<file path="config.mk">
export PLATFORM = sky130hd
export DESIGN_NAME = path_canonicalizer
export DESIGN_NICKNAME = d
export VERILOG_FILES = /design/src/rtl/pc_pkg.sv /design/src/rtl/pc_mem.sv /design/src/rtl/pc_ctrl.sv /design/src/rtl/path_canonicalizer.sv
export SDC_FILE = /design/constraint.sdc
export NUM_CORES = 2
export LEC_CHECK = 0
export BUFFER_PORTS_ARGS = -buffer_cell sky130_fd_sc_hd__buf_4
export CORE_MARGIN = 1.5
export CORE_UTILIZATION = 40
export DETAILED_ROUTE_END_ITERATION = 8
export HOLD_SLACK_MARGIN = 0.08
export PLACE_DENSITY_LB_ADDON = 0.25
export SYNTH_ARGS = -nofsm -noshare
export SYNTH_HDL_FRONTEND = slang
export SYNTH_SLANG_ARGS = --single-unit
</file>
<file path="constraint.sdc">
create_clock -name clk -period 7.7 [get_ports clk]
set_input_delay 0.77 -clock clk [delete_from_list [all_inputs] [get_ports clk]]
set_output_delay 0.77 -clock clk [all_outputs]
set_load 0.01 [all_outputs]
</file>
<file path="src/rtl/pc_pkg.sv">
`default_nettype none
package pc_pkg;

  localparam int BUF_LEN_DEFAULT = 128;

  localparam logic [7:0] CH_NUL   = 8'h00;
  localparam logic [7:0] CH_SLASH = 8'h2f;
  localparam logic [7:0] CH_DOT   = 8'h2e;

  localparam logic [1:0] KIND_WORK = 2'd0;
  localparam logic [1:0] KIND_REL  = 2'd1;
  localparam logic [1:0] KIND_READ = 2'd2;

  typedef enum logic [2:0] {
    ST_OK,
    ST_PARENT,
    ST_COPY,
    ST_SEP,
    ST_MANY,
    ST_UNTERM,
    ST_FULL
  } pc_status_t;

  typedef enum logic {
    PC_IDLE,
    PC_EXEC
  } pc_state_t;

  typedef struct packed {
    logic res_we;
    logic stk_we;
  } pc_wen_t;

endpackage
`default_nettype wire

</file>
<file path="src/rtl/pc_mem.sv">
`default_nettype none
module pc_mem #(
  parameter int BUF_LEN = pc_pkg::BUF_LEN_DEFAULT
) (
  input  wire logic                             clk,
  input  wire pc_pkg::pc_wen_t                  wen,
  input  wire logic [$clog2(BUF_LEN)-1:0]       res_waddr,
  input  wire logic [7:0]                       res_wdata,
  input  wire logic [$clog2(BUF_LEN)-1:0]       res_raddr,
  output logic      [7:0]                       res_rdata,
  input  wire logic [$clog2(BUF_LEN)-1:0]       stk_waddr,
  input  wire logic [$clog2(BUF_LEN+2)-1:0]     stk_wdata,
  input  wire logic [$clog2(BUF_LEN)-1:0]       stk_raddr,
  output logic      [$clog2(BUF_LEN+2)-1:0]     stk_rdata
);

  localparam int CW = $clog2(BUF_LEN + 2);

  logic [7:0]    result_store      [BUF_LEN];
  logic [CW-1:0] name_length_stack [BUF_LEN];

  always_ff @(posedge clk) begin
    if (wen.res_we) begin
      result_store[res_waddr] <= res_wdata;
    end
    res_rdata <= result_store[res_raddr];
  end

  always_ff @(posedge clk) begin
    if (wen.stk_we) begin
      name_length_stack[stk_waddr] <= stk_wdata;
    end
    stk_rdata <= name_length_stack[stk_raddr];
  end

endmodule
`default_nettype wire

</file>
<file path="src/rtl/pc_ctrl.sv">
`default_nettype none
module pc_ctrl #(
  parameter int BUF_LEN = pc_pkg::BUF_LEN_DEFAULT
) (
  input  wire logic                             clk,
  input  wire logic                             rst,
  input  wire logic                             in_fire,
  input  wire logic [1:0]                       in_kind,
  input  wire logic [7:0]                       in_ch,
  input  wire logic [6:0]                       in_idx,
  output logic                                  ready,
  input  wire logic                             out_busy,
  output logic                                  res_fire,
  output logic                                  res_is_report,
  output logic      [2:0]                       res_status,
  output logic      [6:0]                       res_length,
  output logic      [7:0]                       res_out_ch,
  output pc_pkg::pc_wen_t                       wen,
  output logic      [$clog2(BUF_LEN)-1:0]       res_waddr,
  output logic      [7:0]                       res_wdata,
  output logic      [$clog2(BUF_LEN)-1:0]       res_raddr,
  input  wire logic [7:0]                       res_rdata,
  output logic      [$clog2(BUF_LEN)-1:0]       stk_waddr,
  output logic      [$clog2(BUF_LEN+2)-1:0]     stk_wdata,
  output logic      [$clog2(BUF_LEN)-1:0]       stk_raddr,
  input  wire logic [$clog2(BUF_LEN+2)-1:0]     stk_rdata
);

  localparam int AW = $clog2(BUF_LEN);
  localparam int CW = $clog2(BUF_LEN + 2);
  localparam int SW = CW + 1;
  localparam int LW = (CW > 7) ? CW : 7;
  localparam logic [CW-1:0] BL  = CW'(BUF_LEN);
  localparam logic [CW-1:0] SAT = CW'(BUF_LEN + 1);
  localparam logic [SW-1:0] BLS = SW'(BUF_LEN);

  function automatic logic [CW-1:0] sat_inc(input logic [CW-1:0] v);
    return (v < SAT) ? v + CW'(1) : SAT;
  endfunction

  pc_pkg::pc_state_t  state, state_next;
  logic [1:0]         kind_q;
  logic [7:0]         ch_q;
  logic [6:0]         idx_q;

  logic [CW-1:0]      stack_top, stack_top_next;
  logic [CW-1:0]      result_fill, result_fill_next;
  logic [CW-1:0]      source_position, source_position_next;
  logic [CW-1:0]      name_length, name_length_next;
  logic [1:0]         dot_pattern, dot_pattern_next;
  pc_pkg::pc_status_t error_latch, error_latch_next;
  logic               job_done, job_done_next;

  logic               is_path, clr, has_res, commit;
  logic [CW-1:0]      e_top, e_fill, e_sp, e_nl;
  logic [1:0]         e_dot;
  pc_pkg::pc_status_t e_err, st;
  logic [SW-1:0]      sum;
  logic [CW-1:0]      top_m1, len_v;
  logic [LW-1:0]      len_w, idx_w, idx_in_w;
  pc_pkg::pc_wen_t    wen_raw;

  assign top_m1    = stack_top - CW'(1);
  assign stk_raddr = top_m1[AW-1:0];
  assign idx_in_w  = LW'(in_idx);
  assign idx_w     = LW'(idx_q);
  assign res_raddr = (state == pc_pkg::PC_IDLE) ? idx_in_w[AW-1:0] : idx_w[AW-1:0];

  always_ff @(posedge clk) begin
    if (in_fire) begin
      kind_q <= in_kind;
      ch_q   <= in_ch;
      idx_q  <= in_idx;
    end
  end

  always_ff @(posedge clk) begin
    if (rst) begin
      state           <= pc_pkg::PC_IDLE;
      stack_top       <= '0;
      result_fill     <= '0;
      source_position <= '0;
      name_length     <= '0;
      dot_pattern     <= '0;
      error_latch     <= pc_pkg::ST_OK;
      job_done        <= 1'b0;
    end else begin
      state <= state_next;
      if (commit) begin
        stack_top       <= stack_top_next;
        result_fill     <= result_fill_next;
        source_position <= source_position_next;
        name_length     <= name_length_next;
        dot_pattern     <= dot_pattern_next;
        error_latch     <= error_latch_next;
        job_done        <= job_done_next;
      end
    end
  end

  always_comb begin
    is_path = (kind_q == pc_pkg::KIND_WORK) || (kind_q == pc_pkg::KIND_REL);
    clr     = is_path && job_done;
    e_top   = clr ? '0 : stack_top;
    e_fill  = clr ? '0 : result_fill;
    e_sp    = clr ? '0 : source_position;
    e_nl    = clr ? '0 : name_length;
    e_dot   = clr ? '0 : dot_pattern;
    e_err   = clr ? pc_pkg::ST_OK : error_latch;
    sum     = {1'b0, e_fill} + {1'b0, e_nl};

    stack_top_next       = e_top;
    result_fill_next     = e_fill;
    source_position_next = e_sp;
    name_length_next     = e_nl;
    dot_pattern_next     = e_dot;
    error_latch_next     = e_err;
    job_done_next        = clr ? 1'b0 : job_done;
    wen_raw              = '0;
    res_waddr            = sum[AW-1:0];
    res_wdata            = ch_q;
    stk_waddr            = e_top[AW-1:0];
    stk_wdata            = e_nl + CW'(1);
    st                   = pc_pkg::ST_OK;

    if (is_path && e_err == pc_pkg::ST_OK) begin
      if (ch_q == pc_pkg::CH_SLASH || ch_q == pc_pkg::CH_NUL) begin
        if (e_nl != '0) begin
          if (e_nl == CW'(1) && e_dot[0]) begin
            st = pc_pkg::ST_OK;
          end else if (e_nl == CW'(2) && e_dot == 2'b11) begin
            if (e_top == '0 || e_top > BL) begin
              st = pc_pkg::ST_PARENT;
            end else begin
              result_fill_next = (stk_rdata > e_fill) ? '0 : e_fill - stk_rdata;
              stack_top_next   = e_top - CW'(1);
            end
          end else begin
            if (e_sp > BL || sum > BLS) begin
              st = pc_pkg::ST_COPY;
            end else if (sum >= BLS) begin
              st = pc_pkg::ST_SEP;
            end else begin
              wen_raw.res_we   = 1'b1;
              res_wdata        = pc_pkg::CH_SLASH;
              result_fill_next = sum[CW-1:0] + CW'(1);
              if ({1'b0, e_top} + SW'(1) > BLS) begin
                st = pc_pkg::ST_MANY;
              end else begin
                wen_raw.stk_we = 1'b1;
                stack_top_next = e_top + CW'(1);
              end
            end
          end
        end
        if (st == pc_pkg::ST_OK && e_sp >= BL) begin
          st = pc_pkg::ST_UNTERM;
        end
        if (st == pc_pkg::ST_OK && ch_q == pc_pkg::CH_NUL && result_fill_next >= BL) begin
          st = pc_pkg::ST_FULL;
        end
        error_latch_next     = st;
        source_position_next = (ch_q == pc_pkg::CH_NUL) ? '0 : sat_inc(e_sp);
        name_length_next     = '0;
        dot_pattern_next     = '0;
      end else begin
        wen_raw.res_we = (sum < BLS);
        if (ch_q == pc_pkg::CH_DOT) begin
          if (e_nl == '0) begin
            dot_pattern_next[0] = 1'b1;
          end else if (e_nl == CW'(1)) begin
            dot_pattern_next[1] = 1'b1;
          end
        end
        name_length_next     = sat_inc(e_nl);
        source_position_next = sat_inc(e_sp);
      end
    end

    if (kind_q == pc_pkg::KIND_REL && ch_q == pc_pkg::CH_NUL) begin
      job_done_next = 1'b1;
    end

    len_v = (!job_done_next || error_latch_next != pc_pkg::ST_OK || result_fill_next == '0)
            ? '0 : result_fill_next - CW'(1);
    len_w = LW'(len_v);
  end

  always_comb begin
    unique case (state)
      pc_pkg::PC_IDLE: state_next = in_fire ? pc_pkg::PC_EXEC : pc_pkg::PC_IDLE;
      pc_pkg::PC_EXEC: state_next = commit ? pc_pkg::PC_IDLE : pc_pkg::PC_EXEC;
      default:         state_next = pc_pkg::PC_IDLE;
    endcase
  end

  always_comb begin
    ready   = (state == pc_pkg::PC_IDLE);
    has_res = (kind_q == pc_pkg::KIND_READ) ||
              (kind_q == pc_pkg::KIND_REL && ch_q == pc_pkg::CH_NUL);
    commit  = (state == pc_pkg::PC_EXEC) && !(has_res && out_busy);
    res_fire       = commit && has_res;
    wen.res_we     = commit && wen_raw.res_we;
    wen.stk_we     = commit && wen_raw.stk_we;
    res_is_report  = (kind_q != pc_pkg::KIND_READ);
    res_status     = error_latch_next;
    res_length     = len_w[6:0];
    res_out_ch     = (!res_is_report && idx_w < len_w && idx_w < LW'(BUF_LEN)) ? res_rdata : 8'h00;
  end

endmodule
`default_nettype wire

</file>
<file path="src/rtl/path_canonicalizer.sv">
// A request's registered memory read of the result store and name stack runs as
// it is accepted; the update then registers its result into the output register.
// No new request is accepted until that update commits. A stalled output holds
// the update cycle until the result register frees.
// Reset is synchronous and clears the job state at once; the memories are not
// cleared and need no clearing pass.
`default_nettype none
module path_canonicalizer #(
  parameter int BUF_LEN = pc_pkg::BUF_LEN_DEFAULT
) (
  input  wire logic        clk,
  input  wire logic        rst,
  input  wire logic        s_tvalid,
  output logic             s_tready,
  input  wire logic [15:0] s_tdata,  // ch[7:0], read_index[14:8]
  input  wire logic [1:0]  s_tuser,  // kind[1:0]
  output logic             m_tvalid,
  input  wire logic        m_tready,
  output logic      [23:0] m_tdata,  // status[2:0], length[9:3], out_ch[17:10]
  output logic      [0:0]  m_tuser   // is_report[0]
);

  localparam int AW = $clog2(BUF_LEN);
  localparam int CW = $clog2(BUF_LEN + 2);

  pc_pkg::pc_wen_t wen;
  logic [AW-1:0]   res_waddr, res_raddr, stk_waddr, stk_raddr;
  logic [7:0]      res_wdata, res_rdata;
  logic [CW-1:0]   stk_wdata, stk_rdata;
  logic            in_fire, out_busy, res_fire, res_is_report;
  logic [2:0]      res_status;
  logic [6:0]      res_length;
  logic [7:0]      res_out_ch;

  assign in_fire  = s_tvalid && s_tready;
  assign out_busy = m_tvalid && !m_tready;

  pc_ctrl #(.BUF_LEN(BUF_LEN)) u_ctrl (
    .clk           (clk),
    .rst           (rst),
    .in_fire       (in_fire),
    .in_kind       (s_tuser),
    .in_ch         (s_tdata[7:0]),
    .in_idx        (s_tdata[14:8]),
    .ready         (s_tready),
    .out_busy      (out_busy),
    .res_fire      (res_fire),
    .res_is_report (res_is_report),
    .res_status    (res_status),
    .res_length    (res_length),
    .res_out_ch    (res_out_ch),
    .wen           (wen),
    .res_waddr     (res_waddr),
    .res_wdata     (res_wdata),
    .res_raddr     (res_raddr),
    .res_rdata     (res_rdata),
    .stk_waddr     (stk_waddr),
    .stk_wdata     (stk_wdata),
    .stk_raddr     (stk_raddr),
    .stk_rdata     (stk_rdata)
  );

  pc_mem #(.BUF_LEN(BUF_LEN)) u_mem (
    .clk       (clk),
    .wen       (wen),
    .res_waddr (res_waddr),
    .res_wdata (res_wdata),
    .res_raddr (res_raddr),
    .res_rdata (res_rdata),
    .stk_waddr (stk_waddr),
    .stk_wdata (stk_wdata),
    .stk_raddr (stk_raddr),
    .stk_rdata (stk_rdata)
  );

  always_ff @(posedge clk) begin
    if (rst) begin
      m_tvalid <= 1'b0;
    end else if (res_fire) begin
      m_tvalid <= 1'b1;
    end else if (m_tready) begin
      m_tvalid <= 1'b0;
    end
  end

  always_ff @(posedge clk) begin
    if (res_fire) begin
      m_tdata <= {6'b0, res_out_ch, res_length, res_status};
      m_tuser <= res_is_report;
    end
  end

  a_two_cycle: assert property (@(posedge clk) disable iff (rst)
    in_fire |=> !s_tready)
    else $error("request accepted in back-to-back cycles");

  a_report_no_data: assert property (@(posedge clk) disable iff (rst)
    (m_tvalid && m_tuser[0]) |-> (m_tdata[17:10] == 8'h00))
    else $error("report carries result data");

  a_error_no_length: assert property (@(posedge clk) disable iff (rst)
    (m_tvalid && m_tdata[2:0] != 3'd0) |-> (m_tdata[9:3] == 7'd0))
    else $error("nonzero length with error status");

endmodule
`default_nettype wire
</file>
==> flow_metrics.env <==
export IMPL_netlist_top_cell_by_area="edfxtp_1"
export IMPL_synthArstFlopShare_pct=0
export IMPL_worstSetupPathType="reg -> reg"
export IMPL_rr_worst_depth=21
export IMPL_r2r_setup_slack_ps=750
export IMPL_grt_antenna_before_repair=2
export IMPL_wl_per_cell_um=27.20
export IMPL_viasPerCell=5.691
export IMPL_grt_pass1_vias=42700
export IMPL_syn_inst=4330
export IMPL_synth_compound_area_share_pct=3.270
export IMPL_rr_endpoint="m_tdata[15]$_SDFFCE_PN0P_"
export IMPL_place_hpwl_mm=117.7
export IMPL_setup_viol=0
export IMPL_leakage_nw=30.50
export IMPL_rsz0062_at_grt="no"
export IMPL_yosys_top_cells_count="2084 x edfxtp_1, 592 x mux4_2, 342 x nor2_1, 241 x nand2_1, 177 x clkbuf_1"
export IMPL_synth_simple_area_share_pct=4.286
export IMPL_worstPathArrival_ps=7640
export IMPL_coreArea_um2=212500
export IMPL_fmax_mhz=143.9
export IMPL_die_area_um2=216900
export IMPL_finClkSkew_ps=40.75
export IMPL_grt_overflow=0
export IMPL_drc=0
export IMPL_end_kind="flop"
export IMPL_min_path_type="in -> reg"
export IMPL_clock_path_buffers=3
export IMPL_synth_xor_area_share_pct=0.4397
export IMPL_setup_worst_path_start_class="flop"
export IMPL_die_h_um=465.8
export IMPL_worstMarginPinSlew_ps=1285
export IMPL_hold_violations=0
export IMPL_chipWidth_um=465.8
export IMPL_drtIter0Drc=4525
export IMPL_grt_max_degree=129
export IMPL_nets=4478
export IMPL_synth_area_top_cells="edfxtp_1 73%, mux4_2 16%, nor2_1 1.5%"
export IMPL_ir_drop_v=0.0001952
export IMPL_yosysSeqAreaShare_pct=74.36
export IMPL_grt_pass1_wl_mm=296.1
export IMPL_io_buffers=41
export IMPL_cts_sinks=2140
export IMPL_place_congestion=0.8638
export IMPL_cts_root_buffer="clkbuf_16"
export IMPL_cp_max_fo=30
export IMPL_grt_usage_pct=18.51
export IMPL_vias=42280
export IMPL_synth_seq_cells=2140
export IMPL_synth_most_common_cell="edfxtp_1"
export IMPL_status="finished, final reports clean"
export IMPL_final_max_slew_viol_count=0
export IMPL_crit_start="u_ctrl.kind_q[1]$_DFFE_PP_"
export IMPL_drt_wl_total_mm=202.1
export IMPL_antenna_left=0
export IMPL_power_per_cell_area_nw_per_um2=248.7
export IMPL_drive_gt1_share_pct=23.82
export IMPL_tritoncts="done"
export IMPL_cts_max_level=4
export IMPL_synthAdderAreaFrac_pct=0.4601
export IMPL_yosys_cell_types_count=93
export IMPL_rows=169
export IMPL_setup_worst_path_end="m_tdata[15]$_SDFFCE_PN0P_"
export IMPL_synth_edf_count=2084
export IMPL_netlist_area_um2=85660
export IMPL_worst_hold_slack_ps=145.5
export IMPL_cts_buffers_inserted=208
export IMPL_fin_area_um2=96450
export IMPL_place_ws_ps=904.6
export IMPL_synth_top_area_share_pct=73.06
export IMPL_ys_flop_type="edfxtp_1"
export IMPL_placed_area_um2=89510
export IMPL_cts_resized_gates=0
export IMPL_synth_warnings=0
export IMPL_start_util_pct=40.31
export IMPL_clk_latency_ps=880
export IMPL_period_minus_slack_ps=6951
export IMPL_timing_setup_tns_ps=0
export IMPL_syn_area_per_cell_um2=19.78
export IMPL_worst_slack_ps=749.5
export IMPL_cap_violations=0
export IMPL_critical_path_required_ps=8380
export IMPL_dr_pass1_iters=7
export IMPL_synth_mux_area_fraction_pct=15.83
export IMPL_synth_top_family_by_area="multiplexers"
export IMPL_synthToLayoutAreaGrowth_pct=12.59
export IMPL_pin_count=49
export IMPL_fin_util_pct=45.38
export IMPL_clk_pin_slew_worst_paths_ps=60
export IMPL_relSlewSlack_pct=14.03
export IMPL_r2r_start="u_ctrl.kind_q[1]$_DFFE_PP_"
export IMPL_period_share_pct=90.27
==> routing by layer <==
metal  GRT usage, %  routed length (µm)
met1          27.10               89310
met2          29.00               95970
met3          3.424               13430
met4          4.011                3349
met5              0                   0
==> cells in the final DEF, fill, tap and decap left out, types with 15 or more instances in the layout <==
cell	netlist	final
ha_1	29	28
clkbuf_1	177	38
nand3_1	34	34
mux4_2	592	592
clkinv_1	0	48
and2_1	82	82
a31oi_1	41	41
bufinv_16	0	20
a311oi_1	35	35
xor2_1	16	15
nor2_1	342	336
edfxtp_1	2084	2084
clkbuf_16	0	209
dfxtp_1	56	55
inv_1	32	31
nor3_1	30	29
a211oi_1	97	97
a21oi_1	67	67
xnor2_1	27	22
nand2_1	241	238
o21ai_0	40	38
clkinv_2	0	48
buf_4	11	117
==> worst min path at each step <==
stage               slack [ps]                               start  cells past startpoint                                 end
floorplan                  430  u_ctrl.result_fill[7]$_SDFFE_PP0P_                      2  u_ctrl.result_fill[7]$_SDFFE_PP0P_
detailed placement         480  u_ctrl.dot_pattern[1]$_SDFFE_PP0P_                      2  u_ctrl.dot_pattern[1]$_SDFFE_PP0P_
global route               110                          s_tdata[9]                      1           u_ctrl.idx_q[1]$_DFFE_PP_
CTS                         80                          s_tdata[8]                      1           u_ctrl.idx_q[0]$_DFFE_PP_
global placement           470  u_ctrl.dot_pattern[1]$_SDFFE_PP0P_                      2  u_ctrl.dot_pattern[1]$_SDFFE_PP0P_
finish                     150                          s_tdata[9]                      1           u_ctrl.idx_q[1]$_DFFE_PP_
==> critical path, cell delays in order, from the launching register on <==
cell      delay (ps)
edfxtp_1         560
nand2b_4         380
buf_4            380
and2_1           180
ha_1             220
a41oi_1          410
o21ai_0          250
o211a_1          270
o21ai_0          510
nor3_1           130
a211o_2          340
or3b_1           500
o41ai_2          890
nand2b_1         210
ha_1             250
a21o_1           170
a211oi_1         220
o21ai_0          140
nor3_1           170
o41a_1           230
a21oi_4          160
a21boi_1         200
==> final cells by class <==
class | count | area [µm²]
inverter | 32 | 122.6
antenna | 3 | 7.507
timing repair buffer | 136 | 1169
sequential | 2140 | 63700
clock buffer | 247 | 5373
multi-input combinational | 1909 | 21080
fill | 17920 | 116100
clock inverter | 142 | 1464
tap | 2821 | 3530
==> power by group <==
part,leakage [nW],internal [mW],switching (mW)
Combinational,6.65,0.378,0.668
Sequential,20.5,12.7,0.0190
Clock,3.34,5.70,4.48
==> registers in the layout, summed over array words and instances (netlist names), 2 cells and up <==
register,flops
u_ctrl.dot_pattern,2
u_ctrl.name_length,8
u_ctrl.result_fill,8
u_ctrl.source_position,8
u_ctrl.idx_q,7
u_mem.result_store,1024
u_ctrl.stack_top,8
u_mem.name_length_stack,1024
u_ctrl.ch_q,8
u_ctrl.error_latch,3
u_ctrl.kind_q,2
u_mem.stk_rdata,8
u_mem.res_rdata,8
m_tdata,18
==> kinds of logic (layout without fill, tap and decap cells) <==
kind of cell / Yosys count / after routing
AOI/OAI and AO/OA: 395 / 395
DFF: 2140 / 2140
adders and majority gates: 32 / 32
other: 1 / 9
xor gates and xnor gates: 43 / 43
muxes: 613 / 613
buffers and inverters: 286 / 557
and+or+nand+nor: 820 / 820
==> repair_timing <==
item,CTS,global route
hold buffers,9,0
endpoints found under the hold margin,9,0
buffers inserted,0,0
==> per-stage QoR <==
step | power, mW | cells
after floorplan | 13.69 | 4335
after detailed placement | 14.06 | 7029
after global placement | 14.05 | 7029
after CTS | 24.18 | 7427
final | 23.98 | 7430
after global routing | 24.66 | 7429
(Power assumes the default switching activity.)
